===== src/rtl/tqls_pkg.sv =====
// Shared constants, types and tables for the Q-learning step core.
`timescale 1ns / 1ps

package tqls_pkg;

    // Table geometry
    localparam int ANGLE_BINS  = 16;
    localparam int OFFSET_BINS = 12;
    localparam int ACC_ACTIONS = 7;
    localparam int DIR_ACTIONS = 10;
    localparam int ACTIONS     = ACC_ACTIONS * DIR_ACTIONS;
    localparam int TABLE_DEPTH = ANGLE_BINS * OFFSET_BINS * ACTIONS;
    localparam int ADDR_W      = $clog2(TABLE_DEPTH);
    localparam int ACT_W       = $clog2(ACTIONS);

    // Field widths
    localparam int ANGLE_W  = 15;
    localparam int OFFSET_W = 16;
    localparam int VALUE_W  = 32;
    localparam int FRAC_W   = 16;
    localparam int BIN_W    = 4;
    localparam int ACC_W    = 3;
    localparam int DIR_W    = 4;

    // Offset compare is done on offset*OFFSET_BINS
    localparam int OFF_CMP_W = 24;

    // Register map
    localparam int CFG_ADDR_W = 4;
    localparam int REG_IDX_W  = 2;
    localparam logic [REG_IDX_W-1:0] REG_LEARN_RATE      = 2'd0;
    localparam logic [REG_IDX_W-1:0] REG_DISCOUNT_FACTOR = 2'd1;
    localparam logic [REG_IDX_W-1:0] REG_EXPLORE_CHANCE  = 2'd2;

    localparam logic [FRAC_W-1:0] LEARN_RATE_RST      = 16'd3277;
    localparam logic [FRAC_W-1:0] DISCOUNT_FACTOR_RST = 16'd22938;
    localparam logic [FRAC_W-1:0] EXPLORE_CHANCE_RST  = 16'd3277;

    // Angle thresholds -pi + i*pi/8 in Q3.12, rounded so that x < T is exact
    localparam logic signed [ANGLE_W-1:0] ANGLE_LIMIT [ANGLE_BINS] = '{
        -15'sd12867, -15'sd11259, -15'sd9650, -15'sd8042,
        -15'sd6433,  -15'sd4825,  -15'sd3216, -15'sd1608,
        15'sd0,      15'sd1609,   15'sd3217,  15'sd4826,
        15'sd6434,   15'sd8043,   15'sd9651,  15'sd11260
    };

    // Offset threshold i scaled by OFFSET_BINS: -6 m + i*12 m/OFFSET_BINS (Q8.8)
    function automatic logic signed [OFF_CMP_W-1:0] offset_limit(input int idx);
        return OFF_CMP_W'(-1536 * OFFSET_BINS + 3072 * idx);
    endfunction

    typedef enum logic [3:0] {
        ST_CLEAR,
        ST_IDLE,
        ST_PREP,
        ST_SEED,
        ST_SCAN,
        ST_DRAIN,
        ST_MUL1,
        ST_SUM,
        ST_MUL2,
        ST_WRITE,
        ST_DONE
    } state_t;

endpackage


===== src/rtl/tqls_quant.sv =====
// Heading angle and lateral offset quantizer.
`timescale 1ns / 1ps

module tqls_quant
    import tqls_pkg::*;
(
    input  logic signed [ANGLE_W-1:0]  heading_angle,
    input  logic signed [OFFSET_W-1:0] lateral_offset,
    output logic [BIN_W-1:0]           angle_bin,
    output logic [BIN_W-1:0]           offset_bin
);

    localparam logic signed [OFF_CMP_W-1:0] OFF_SCALE = OFF_CMP_W'(OFFSET_BINS);

    logic signed [OFF_CMP_W-1:0] off_scaled;

    assign off_scaled = OFF_CMP_W'(lateral_offset) * OFF_SCALE;

    // lowest-index threshold above the input wins; none above -> bin 0
    always_comb
    begin
        angle_bin = '0;
        for (int i = ANGLE_BINS - 1; i >= 0; i--)
        begin
            if (heading_angle < ANGLE_LIMIT[i])
            begin
                angle_bin = BIN_W'(i);
            end
        end
    end

    always_comb
    begin
        offset_bin = '0;
        for (int i = OFFSET_BINS - 1; i >= 0; i--)
        begin
            if (off_scaled < offset_limit(i))
            begin
                offset_bin = BIN_W'(i);
            end
        end
    end

endmodule


===== config.mk =====
export PLATFORM = sky130hd
export DESIGN_NAME = tqls_quant
export DESIGN_NICKNAME = d
export VERILOG_FILES = /design/src/rtl/tqls_pkg.sv /design/src/rtl/tqls_quant.sv
export SDC_FILE = /design/constraint.sdc
export NUM_CORES = 1
export LEC_CHECK = 0
export BUFFER_PORTS_ARGS = -buffer_cell sky130_fd_sc_hd__buf_2
export CAP_MARGIN = 15
export CORE_ASPECT_RATIO = 1.2
export CORE_MARGIN = 4
export CORE_UTILIZATION = 55
export DETAILED_ROUTE_END_ITERATION = 7
export PLACE_DENSITY = 0.88
export SYNTH_ARGS = -nofsm -noshare
export SYNTH_HDL_FRONTEND = slang
export SYNTH_SLANG_ARGS = --single-unit

===== constraint.sdc =====
create_clock -name vclk -period 4.5
set_input_delay 0.225 -clock vclk [all_inputs]
set_output_delay 0.225 -clock vclk [all_outputs]
set_load 0.005 [all_outputs]

# ---- Yosys cells after proc, flatten, opt, wreduce, memory -nomap -nowiden
# Index checks and enable logic that the tools add are counted.
dict set report word_totals {
  ff_bits 0
  inputBits 31
  word_cells 57
  out_inout_bits 8
}
dict set report op_classes {
  n_lt_le_gt_ge 28
  n_mul 1
  mux 28
}
# cell n
set ops {}
lappend ops {{< comparator 21 x 15 -> 1 bit, second input constant} 6}
lappend ops {{two-way mux 4 bit} 28}
lappend ops {{< comparator 15 x 14 -> 1 bit, second input constant} 6}
lappend ops {{< comparator 15 bit, second input constant} 5}
lappend ops {{< comparator 21 x 13 -> 1 bit, second input constant} 2}
lappend ops {{< comparator 21 x 14 -> 1 bit, second input constant} 2}
lappend ops {{< comparator 15 x 12 -> 1 bit, second input constant} 2}
lappend ops {{< comparator 15 x 13 -> 1 bit, second input constant} 2}
lappend ops {{< comparator 21 x 1 -> 1 bit, second input constant} 1}
lappend ops {{< comparator 21 x 16 -> 1 bit, second input constant} 1}
lappend ops {{multiplier 16 x 3 -> 19 bit, second input constant} 1}
lappend ops {{< comparator 15 x 1 -> 1 bit, second input constant} 1}

# ---- Logic depth before layout (Yosys ltp)
# Gate-level depths: netlist (run 1).
dict set report logic_depth {
  ltp_word 17
  ltp_mapped 14
  depth_no_buf 13
}

# ---- Least setup slack after synthesis (run 1)
# OpenSTA, ideal clock, no wires.
dict set report synth_timing {
  kind {input -> output}
  startpoint {input lateral_offset[4]}
  endpoint {output offset_bin[1]}
  cell_stages 13
  setup_slack_ns 1.093
  required_time_ns 4.275
  arrival_time_ns 3.182
  path_buffers 0
  cell_sequence {ha_1 ha_1 and4_4 a221oi_2 o21ai_1 a31oi_1 xnor2_1 nor2b_1 nand2_2 or4_1 ha_1 a41oi_1 o22ai_1}
}
dict set report synth_between {
  elab_chain_cells 14
  word_cells_on_any_way 25
  classes_between {mul (1); order compare (12); mux (12)}
}
# element line_no
set synth_rtl {}
lappend synth_rtl {{from (decl)} tqls_quant.sv:8} ;# input logic signed [OFFSET_W-1:0] lateral_offset,
lappend synth_rtl {{multiplier 16 x 3 -> 19 bit (*)} tqls_quant.sv:17} ;# assign off_scaled = OFF_CMP_W'(lateral_offset) * OFF_SCALE;
lappend synth_rtl {{< comparator 21 x 15 -> 1 bit} tqls_quant.sv:37} ;# if (off_scaled < offset_limit(i))
lappend synth_rtl {{two-way mux 4 bit (11 in series)} tqls_quant.sv:37}
lappend synth_rtl {{two-way mux 4 bit (*)} tqls_quant.sv:37}
lappend synth_rtl {{to (decl)} tqls_quant.sv:10} ;# output logic [BIN_W-1:0] offset_bin
# Every way passes the cells marked *; elsewhere a longest branch is shown, timed or not.

# ---- Worst setup path after layout (run 1)
# Same ends and word-level chain as after synthesis.

==> run_summary.xml, run 1 <==
<?xml version="1.0" encoding="UTF-8"?>
<metrics>
  <group name="run_status">
    <metric name="outcome" unit="">finished clean</metric>
  </group>
  <group name="floorplanning">
    <metric name="fp.dieW" unit="um">59.7</metric>
    <metric name="io_pins" unit="">39</metric>
    <metric name="core" unit="mm^2">0.00308</metric>
    <metric name="die_outline_area" unit="mm^2">0.00418</metric>
    <metric name="die_height" unit="um">70.0</metric>
    <metric name="core.rowCount" unit="">22</metric>
    <metric name="start_util" unit="%">57.2</metric>
  </group>
  <group name="pwr">
    <metric name="pwr-share-comb" unit="%">100.0</metric>
    <metric name="power.switching_fraction" unit="%">58.4</metric>
    <metric name="pwr-share-seq" unit="%">0</metric>
    <metric name="p_switching" unit="mW">0.185</metric>
    <metric name="leakagePower" unit="nW">0.844</metric>
    <metric name="powerDensity" unit="mW/mm^2">163</metric>
    <metric name="power.clock.fraction" unit="%">0</metric>
    <metric name="internal-power" unit="mW">0.132</metric>
    <metric name="irDropWorstVdd" unit="V">0.000143</metric>
  </group>
  <group name="synthesis">
    <metric name="synth-compound-area-share" unit="%">44.4</metric>
    <metric name="yosys_warnings" unit="">0</metric>
    <metric name="synth_top_family_by_area" unit="">compound AO/OA/AOI/OAI gates</metric>
    <metric name="post_synthesis_instance_area" unit="mm^2">0.00176</metric>
    <metric name="synthesis.instances" unit="">244</metric>
    <metric name="synthesis.area_per_instance" unit="um^2">7.23</metric>
    <metric name="synth_nets" unit="">303</metric>
    <metric name="yosysSeqAreaShare" unit="%">0</metric>
    <metric name="synthXorXnorAreaFrac" unit="%">7.45</metric>
    <metric name="yosys-mux-area-fraction" unit="%">0.568</metric>
    <metric name="synth_area_in_adders" unit="%">19.9</metric>
    <metric name="netlist-cell-type-count" unit="">67</metric>
    <metric name="simple_gate_area_share_of_the_yosys_netlist" unit="%">22.6</metric>
  </group>
  <group name="timing">
    <metric name="fin_crit_sh" unit="%">87.6</metric>
    <metric name="timing.slew.headroom" unit="%">67.5</metric>
    <metric name="grt_setup_unrepaired" unit="">no</metric>
    <metric name="slew_viol_final" unit="">0</metric>
    <metric name="finalSetupTns" unit="ns">0</metric>
    <metric name="final_worst_path_period_need" unit="ns">3.94</metric>
    <metric name="finalHoldViolations" unit="">0</metric>
    <metric name="final-setup-viol-count" unit="">0</metric>
    <metric name="worst-slew-pin-transition" unit="ns">0.485</metric>
    <metric name="fmaxAchievable" unit="GHz">0.254</metric>
  </group>
  <group name="routing">
    <metric name="vias" unit="">1993</metric>
    <metric name="detail_route.wl_per_cell" unit="um">14.5</metric>
    <metric name="drtAntennaViolNets" unit="">0</metric>
    <metric name="drt_first_iter_violations" unit="">127</metric>
    <metric name="drt_wl_total" unit="um">4440</metric>
    <metric name="first_pass_iters" unit="">4</metric>
    <metric name="post_drt_via_cell_ratio" unit="">6.51</metric>
    <metric name="remaining_drc_errors" unit="">0</metric>
  </group>
  <group name="worst_setup_path">
    <metric name="crit_arrival" unit="ns">3.72</metric>
    <metric name="critPathRequiredTime" unit="ns">4.28</metric>
    <metric name="classification_of_the_worst_setup_path" unit="">in -&gt; out</metric>
    <metric name="setup.worst_path.end_class" unit="">output pin</metric>
    <metric name="crit_path_start_kind" unit="">input port</metric>
    <metric name="crit_path_max_fanout" unit="">3</metric>
  </group>
  <group name="cells_and_area">
    <metric name="n_clock_buffer" unit="">0</metric>
    <metric name="commonest_non_fill_non_tap_cells_in_the_layout" unit="">39 x buf_2, 28 x ha_1, 22 x a21oi_1, 21 x nand2_1, 19 x nor2_1</metric>
    <metric name="multi_input_logic_area" unit="mm^2">0.00167</metric>
    <metric name="layout_filler_cell_count" unit="">311</metric>
    <metric name="num_sequential" unit="">0</metric>
    <metric name="design.final.nets" unit="">331</metric>
    <metric name="regArea" unit="um^2">0</metric>
    <metric name="most_common_cell_after_layout_fill_and_taps_aside" unit="">buf_2</metric>
    <metric name="share_of_post_route_cells_with_drive_strength_above_1" unit="%">23.3</metric>
    <metric name="antennaDiodeCount" unit="">0</metric>
    <metric name="layout-area-overhead-vs-synth" unit="%">10.2</metric>
    <metric name="post-route-cell-area" unit="mm^2">0.00194</metric>
    <metric name="layoutNonFillerInstCount" unit="">306</metric>
  </group>
  <group name="worst_hold_path">
    <metric name="timing.hold.worst_path_depth" unit="">3</metric>
    <metric name="hold_path.startpoint" unit="">heading_angle[14]</metric>
    <metric name="classification_of_the_worst_slack_hold_path" unit="">in -&gt; out</metric>
    <metric name="worst_hold_path.endpoint" unit="">angle_bin[0]</metric>
  </group>
  <group name="global_route">
    <metric name="remaining_overflow_grt" unit="">0</metric>
    <metric name="grt_first_pass_wirelength" unit="um">7380</metric>
    <metric name="antenna_violations_before_repair" unit="">0</metric>
    <metric name="grt_pass1_vias" unit="">1781</metric>
    <metric name="grt.total_usage" unit="%">20.5</metric>
    <metric name="grt_max_degree" unit="">15</metric>
  </group>
  <group name="run">
    <metric name="maxCapViolCount" unit="">0</metric>
  </group>
  <group name="placement">
    <metric name="port_buffer_cells" unit="">39</metric>
    <metric name="half_perimeter_wire_length_of_the_detailed_placement_result" unit="um">3650</metric>
    <metric name="dp.cells" unit="">306</metric>
    <metric name="place.gp.congestion" unit="">0.976</metric>
    <metric name="detailed_place.area" unit="mm^2">0.00194</metric>
  </group>
  <group name="clocking">
    <metric name="post_cts_buffers" unit="">0</metric>
    <metric name="cts-resized-gates" unit="">0</metric>
    <metric name="cts_hold_repair.buffers" unit="">0</metric>
  </group>
</metrics>
==> per-stage QoR <==
| stage | power (mW) | hold WS [ns] | util [%] | setup slack, ns |
|---|---|---|---|---|
| final | 0.317 | 0.842 | 63.0 | 0.557 |
| after global routing | 0.353 | 0.853 | 63.0 | 0.361 |
| after CTS | 0.314 | 0.837 | 63.0 | 0.543 |
| after detailed placement | 0.312 | 0.836 | 63.0 | 0.554 |
| after global placement | 0.306 | 0.831 | 63.0 | 0.732 |
| after floorplan | 0.245 | 0.711 | - | 1.09 |
==> layer usage <==
metal  GRT usage, %  up-vias  part of all wire [%]
li1               -     1004                     -
met1           28.9      918                    47
met2           34.7       65                    46
met3          0.924        6                   6.0
met4           2.22        0                  0.99
met5              0        -                     0
==> layout make-up <==
type | instances | area share [%]
multi-input cells | 223 | 86.1
repair buffers | 39 | 10.0
well taps | 36 | 2.32
inverters | 8 | 1.55
==> synthesized netlist by cell type (5+ instances only) <==
cell / number / area (um^2)
a21boi_0: 5 / 37.5
o21bai_1: 6 / 45.0
nand2_1: 21 / 78.8
a211oi_1: 5 / 37.5
nor2_1: 19 / 71.3
o21a_1: 7 / 52.6
ha_1: 28 / 350
a31oi_1: 5 / 31.3
inv_1: 7 / 26.3
clkbuf_1: 9 / 33.8
o21ai_0: 18 / 90.1
a21oi_1: 22 / 110
o211ai_1: 6 / 45.0
==> critical path, cell delays in order <==
cell and delay, ns:
buf_2 0.11, ha_1 0.29, ha_1 0.36, and4_4 0.25, a22oi_2 0.11, a221oi_2 0.42, nor2b_4 0.10, xnor2_2 0.19
nor3b_4 0.27, nand2_2 0.07, or4_1 0.55, ha_1 0.34, a41oi_1 0.18, o22ai_1 0.11, buf_2 0.14
==> how the worst max path moves through the flow <==
stage | from | endpoint | slack [ns] | depth (start not counted)
finish | lateral_offset[4] | offset_bin[1] | 0.56 | 15
CTS | lateral_offset[4] | offset_bin[1] | 0.54 | 15
floorplan | lateral_offset[4] | offset_bin[1] | 1.09 | 13
global route | lateral_offset[4] | offset_bin[1] | 0.36 | 15
global placement | lateral_offset[4] | offset_bin[1] | 0.73 | 15
detailed placement | lateral_offset[4] | offset_bin[1] | 0.55 | 15
==> logic make-up (layout without fill, tap and decap cells) <==
family | after synthesis | in the layout
AOI/OAI and AO/OA | 111 | 111
xor gates and xnor gates | 10 | 10
adders and majority gates | 28 | 28
buffers and inverters | 21 | 47
muxes | 1 | 1
and+or+nand+nor | 73 | 73
==> power by group through the flow <==
stage / clock network [mW] / registers (mW) / logic [mW]
final: 0 / 0 / 0.317
after global routing: 0 / 0 / 0.353
after CTS: 0 / 0 / 0.314
after detailed placement: 0 / 0 / 0.312
after global placement: 0 / 0 / 0.306
after floorplan: 0 / 0 / 0.245
No activity file was read; power rests on OpenSTA's default activity.
==> run 2: changes to the inputs <==
CORE_UTILIZATION = 35   (was 55)
PLACE_DENSITY = 0.63   (was 0.88)
==> run_summary.xml, run 2 (synthesized netlist as in run 1, its figures left out) <==
<?xml version="1.0" encoding="UTF-8"?>
<metrics>
  <group name="floorplanning">
    <metric name="core" unit="mm^2">0.00490</metric>
    <metric name="die_height" unit="um">85.7</metric>
    <metric name="start_util" unit="%">35.9</metric>
    <metric name="io_pins" unit="">39</metric>
    <metric name="die_outline_area" unit="mm^2">0.00624</metric>
    <metric name="fp.dieW" unit="um">72.8</metric>
    <metric name="core.rowCount" unit="">28</metric>
  </group>
  <group name="global_route">
    <metric name="grt.total_usage" unit="%">14.1</metric>
    <metric name="grt_first_pass_wirelength" unit="um">7760</metric>
    <metric name="grt_max_degree" unit="">15</metric>
    <metric name="antenna_violations_before_repair" unit="">0</metric>
    <metric name="grt_pass1_vias" unit="">1861</metric>
    <metric name="remaining_overflow_grt" unit="">0</metric>
  </group>
  <group name="placement">
    <metric name="dp.cells" unit="">330</metric>
    <metric name="place.gp.congestion" unit="">0.880</metric>
    <metric name="half_perimeter_wire_length_of_the_detailed_placement_result" unit="um">3710</metric>
    <metric name="port_buffer_cells" unit="">39</metric>
  </group>
  <group name="clocking">
    <metric name="post_cts_buffers" unit="">0</metric>
    <metric name="cts_hold_repair.buffers" unit="">0</metric>
    <metric name="cts-resized-gates" unit="">0</metric>
  </group>
  <group name="pwr">
    <metric name="leakagePower" unit="nW">0.844</metric>
    <metric name="irDropWorstVdd" unit="V">0.0000725</metric>
    <metric name="p_total" unit="mW">0.314</metric>
    <metric name="powerDensity" unit="mW/mm^2">159</metric>
  </group>
  <group name="routing">
    <metric name="drt_first_iter_violations" unit="">66</metric>
    <metric name="post_drt_via_cell_ratio" unit="">5.88</metric>
    <metric name="drt_wl_total" unit="um">4350</metric>
    <metric name="detail_route.wl_per_cell" unit="um">13.2</metric>
    <metric name="first_pass_iters" unit="">4</metric>
    <metric name="vias" unit="">1942</metric>
    <metric name="remaining_drc_errors" unit="">0</metric>
    <metric name="drtAntennaViolNets" unit="">0</metric>
  </group>
  <group name="timing">
    <metric name="fin_crit_sh" unit="%">86.3</metric>
    <metric name="final_worst_path_period_need" unit="ns">3.88</metric>
    <metric name="grt_setup_unrepaired" unit="">no</metric>
    <metric name="finalHoldViolations" unit="">0</metric>
    <metric name="timing.slew.headroom" unit="%">65.4</metric>
    <metric name="slew_viol_final" unit="">0</metric>
    <metric name="hold-worst-slack" unit="ns">0.845</metric>
    <metric name="finalSetupTns" unit="ns">0</metric>
    <metric name="fmaxAchievable" unit="GHz">0.258</metric>
    <metric name="worst-slew-pin-transition" unit="ns">0.515</metric>
    <metric name="final-setup-viol-count" unit="">0</metric>
  </group>
  <group name="cells_and_area">
    <metric name="most_common_cell_after_layout_fill_and_taps_aside" unit="">buf_2</metric>
    <metric name="num_sequential" unit="">0</metric>
    <metric name="share_of_post_route_cells_with_drive_strength_above_1" unit="%">23.3</metric>
    <metric name="commonest_non_fill_non_tap_cells_in_the_layout" unit="">39 x buf_2, 28 x ha_1, 22 x a21oi_1, 21 x nand2_1, 19 x nor2_1</metric>
    <metric name="layoutNonFillerInstCount" unit="">330</metric>
    <metric name="n_clock_buffer" unit="">0</metric>
    <metric name="layout_filler_cell_count" unit="">542</metric>
    <metric name="layout-area-overhead-vs-synth" unit="%">11.9</metric>
    <metric name="design.final.nets" unit="">331</metric>
    <metric name="antennaDiodeCount" unit="">0</metric>
    <metric name="final_util" unit="%">40.2</metric>
    <metric name="regArea" unit="um^2">0</metric>
  </group>
  <group name="worst_hold_path">
    <metric name="classification_of_the_worst_slack_hold_path" unit="">in -&gt; out</metric>
  </group>
  <group name="worst_setup_path">
    <metric name="crit_path_max_fanout" unit="">3</metric>
    <metric name="critPathRequiredTime" unit="ns">4.28</metric>
    <metric name="crit_path_start_kind" unit="">input port</metric>
    <metric name="setup.worst_path.end_class" unit="">output pin</metric>
    <metric name="classification_of_the_worst_setup_path" unit="">in -&gt; out</metric>
    <metric name="crit_arrival" unit="ns">3.66</metric>
  </group>
  <group name="run_status">
    <metric name="outcome" unit="">finished clean</metric>
  </group>
  <group name="run">
    <metric name="maxCapViolCount" unit="">0</metric>
  </group>
</metrics>
==> run 2: stage by stage <==
step                      worst slack (ns)  cell area, um^2
after CTS                            0.618             1970
after detailed placement             0.632             1970
after floorplan                       1.09             1760
after global routing                 0.321             1970
after global placement               0.729             1970
final                                0.617             1970
==> run 2: cell type report <==
class | count | area (um^2) | share of cell area [%]
Multi-Input combinational cell | 223 | 1670 | 84.8
Timing Repair Buffer | 39 | 195 | 9.89
Tap cell | 60 | 75.1 | 3.80
Inverter | 8 | 30.0 | 1.52
==> run 2: report_power, final <==
part / leakage, nW / switching (mW) / internal [mW]
clock: 0 / 0 / 0
sequential: 0 / 0 / 0
combinational: 0.844 / 0.182 / 0.132
total: 0.844 / 0.182 / 0.132
==> run 2: final timing paths <==
check | depth (start not counted) | endpoint | startpoint | slack (ns)
worst max-delay path | 15 | offset_bin[1] | lateral_offset[4] | 0.62
worst min-delay path | 3 | angle_bin[0] | heading_angle[14] | 0.85
==> run 2: critical path, stage by stage <==
cell and delay, ns:
buf_2 0.11, ha_1 0.29, ha_1 0.35, and4_4 0.17
a221oi_2 0.35, o21ai_1 0.14, a31oi_1 0.21, xnor2_1 0.17
nor2b_1 0.26, nand2_2 0.08, or4_1 0.55, ha_1 0.33
a41oi_1 0.18, o22ai_1 0.10, buf_2 0.13
==> run 2: layer usage <==
layer  share of wire, %  GRT usage (%)
met1                 47           18.6
met4                1.2           1.68
met3                3.9          0.352
met5                  0              0
met2                 48           26.0
==> run 3: changes to the inputs <==
==> constraint.sdc (replaced) <==
create_clock -name vclk -period 4.5
set_input_delay 0.225 -clock vclk [all_inputs]
set_output_delay 0.225 -clock vclk [all_outputs]
set_load 0.02 [all_outputs]
==> run_summary.xml, run 3 (synthesized netlist as in run 1, its figures left out) <==
<?xml version="1.0" encoding="UTF-8"?>
<metrics>
  <group name="routing">
    <metric name="post_drt_via_cell_ratio" unit="">5.73</metric>
    <metric name="vias" unit="">1890</metric>
    <metric name="drt_wl_total" unit="um">4230</metric>
    <metric name="detail_route.wl_per_cell" unit="um">12.8</metric>
    <metric name="remaining_drc_errors" unit="">0</metric>
    <metric name="drt_first_iter_violations" unit="">69</metric>
    <metric name="drtAntennaViolNets" unit="">0</metric>
    <metric name="first_pass_iters" unit="">4</metric>
  </group>
  <group name="floorplanning">
    <metric name="io_pins" unit="">39</metric>
    <metric name="fp.dieW" unit="um">72.8</metric>
    <metric name="die_height" unit="um">85.7</metric>
    <metric name="start_util" unit="%">35.9</metric>
    <metric name="core.rowCount" unit="">28</metric>
    <metric name="die_outline_area" unit="mm^2">0.00624</metric>
    <metric name="core" unit="mm^2">0.00490</metric>
  </group>
  <group name="cells_and_area">
    <metric name="regArea" unit="um^2">0</metric>
    <metric name="design.final.nets" unit="">331</metric>
    <metric name="n_clock_buffer" unit="">0</metric>
    <metric name="layout-area-overhead-vs-synth" unit="%">11.9</metric>
    <metric name="antennaDiodeCount" unit="">0</metric>
    <metric name="layout_filler_cell_count" unit="">536</metric>
    <metric name="commonest_non_fill_non_tap_cells_in_the_layout" unit="">39 x buf_2, 28 x ha_1, 22 x a21oi_1, 21 x nand2_1, 19 x nor2_1</metric>
    <metric name="most_common_cell_after_layout_fill_and_taps_aside" unit="">buf_2</metric>
    <metric name="layoutNonFillerInstCount" unit="">330</metric>
    <metric name="share_of_post_route_cells_with_drive_strength_above_1" unit="%">23.3</metric>
    <metric name="num_sequential" unit="">0</metric>
  </group>
  <group name="worst_setup_path">
    <metric name="critPathRequiredTime" unit="ns">4.28</metric>
    <metric name="crit_path_start_kind" unit="">input port</metric>
    <metric name="crit_path_max_fanout" unit="">3</metric>
    <metric name="path_delay_family" unit="">simple AND/OR/NAND/NOR gates</metric>
    <metric name="setup.worst_path.end_class" unit="">output pin</metric>
    <metric name="critPathSlowestCell" unit="">or4_1</metric>
    <metric name="crit_arrival" unit="ns">3.66</metric>
    <metric name="critPathMaxStageDelay" unit="ns">0.52</metric>
    <metric name="classification_of_the_worst_setup_path" unit="">in -&gt; out</metric>
    <metric name="cp_num_buf_inv" unit="">2</metric>
    <metric name="worstPathCellList" unit="">buf_2, ha_1, ha_1, and4_4, a221oi_2, o21ai_1, a31oi_1, xnor2_1, nor2b_1, nand2_2, or4_1, ha_1, a41oi_1, o22ai_1, buf_2</metric>
    <metric name="crit_path_frequent_cell" unit="">ha_1</metric>
  </group>
  <group name="placement">
    <metric name="port_buffer_cells" unit="">39</metric>
    <metric name="place.gp.congestion" unit="">0.879</metric>
    <metric name="dp.cells" unit="">330</metric>
    <metric name="placement.setup.worst_slack" unit="ns">0.616</metric>
    <metric name="half_perimeter_wire_length_of_the_detailed_placement_result" unit="um">3580</metric>
  </group>
  <group name="clocking">
    <metric name="post_cts_buffers" unit="">0</metric>
    <metric name="cts_hold_repair.buffers" unit="">0</metric>
    <metric name="cts-resized-gates" unit="">0</metric>
  </group>
  <group name="pwr">
    <metric name="powerDensity" unit="mW/mm^2">163</metric>
    <metric name="leakagePower" unit="nW">0.844</metric>
    <metric name="irDropWorstVdd" unit="V">0.0000707</metric>
    <metric name="pwr-share-comb" unit="%">100.0</metric>
    <metric name="p_total" unit="mW">0.322</metric>
    <metric name="power.clock.fraction" unit="%">0</metric>
    <metric name="pwr-share-seq" unit="%">0</metric>
    <metric name="internal-power" unit="mW">0.132</metric>
    <metric name="p_switching" unit="mW">0.190</metric>
    <metric name="power.switching_fraction" unit="%">59.0</metric>
  </group>
  <group name="timing">
    <metric name="hold-worst-slack" unit="ns">0.882</metric>
    <metric name="finalHoldViolations" unit="">0</metric>
    <metric name="fmaxAchievable" unit="GHz">0.258</metric>
    <metric name="final_worst_path_period_need" unit="ns">3.88</metric>
    <metric name="worst-slew-pin-transition" unit="ns">0.462</metric>
    <metric name="timing.slew.headroom" unit="%">69.0</metric>
    <metric name="slew_viol_final" unit="">0</metric>
    <metric name="final-setup-viol-count" unit="">0</metric>
    <metric name="grt_setup_unrepaired" unit="">no</metric>
    <metric name="fin_crit_sh" unit="%">86.3</metric>
    <metric name="setup_ws" unit="ns">0.617</metric>
    <metric name="finalSetupTns" unit="ns">0</metric>
  </group>
  <group name="global_route">
    <metric name="grt_max_degree" unit="">15</metric>
    <metric name="remaining_overflow_grt" unit="">0</metric>
    <metric name="grt.total_usage" unit="%">14.5</metric>
    <metric name="grt_pass1_vias" unit="">1850</metric>
    <metric name="grt_first_pass_wirelength" unit="um">7930</metric>
    <metric name="antenna_violations_before_repair" unit="">0</metric>
  </group>
  <group name="run_status">
    <metric name="outcome" unit="">finished clean</metric>
  </group>
  <group name="worst_hold_path">
    <metric name="hold_path.startpoint" unit="">heading_angle[14]</metric>
    <metric name="classification_of_the_worst_slack_hold_path" unit="">in -&gt; out</metric>
    <metric name="timing.hold.worst_path_depth" unit="">3</metric>
    <metric name="worst_hold_path.endpoint" unit="">angle_bin[0]</metric>
  </group>
  <group name="run">
    <metric name="maxCapViolCount" unit="">0</metric>
  </group>
</metrics>
[run 3: cell counts in the layout (fill, tap and decap cells not counted)]
Identical to the previous run, type by type.
[run 3: final cells by class]
cell class | count | area, um^2 | share of cell area (%)
repair buffers | 39 | 195 | 9.89
multi-input cells | 223 | 1670 | 84.8
well taps | 60 | 75.1 | 3.80
inverters | 8 | 30.0 | 1.52
[run 3: power by group through the flow]
stage	Sequential (mW)	Clock [mW]	Combinational, mW
after global routing	0	0	0.369
after global placement	0	0	0.321
after floorplan	0	0	0.254
after detailed placement	0	0	0.320
after CTS	0	0	0.322
final	0	0	0.322
[run 3: through the flow]
| stage | area, um^2 | utilization [%] |
|---|---|---|
| 4_1_cts | 1970 | 40.2 |
| 6_report | 1970 | 40.2 |
| 3_5_place_dp | 1970 | 40.2 |
| 5_1_grt | 1970 | 40.2 |
| 2_1_floorplan | 1760 | - |
| 3_3_place_gp | 1970 | 40.2 |
[run 3: metal layers]
layer / GRT usage, % / wire [um] / up-vias
met5: 0 / 0 / -
met4: 1.68 / 31 / 0
met3: 0.821 / 156 / 4
met2: 25.3 / 2020 / 34
met1: 19.9 / 2020 / 853
li1: - / - / 999
[run 3: worst max path at each step]
stage / to / from / slack [ns] / depth (start not counted)
4_1_cts: offset_bin[1] / lateral_offset[4] / 0.61 / 15
2_1_floorplan: offset_bin[3] / lateral_offset[4] / 0.79 / 12
3_3_place_gp: offset_bin[1] / lateral_offset[3] / 0.65 / 15
6_report: offset_bin[1] / lateral_offset[4] / 0.62 / 15
3_5_place_dp: offset_bin[1] / lateral_offset[3] / 0.62 / 15
5_1_grt: offset_bin[1] / lateral_offset[3] / 0.30 / 15
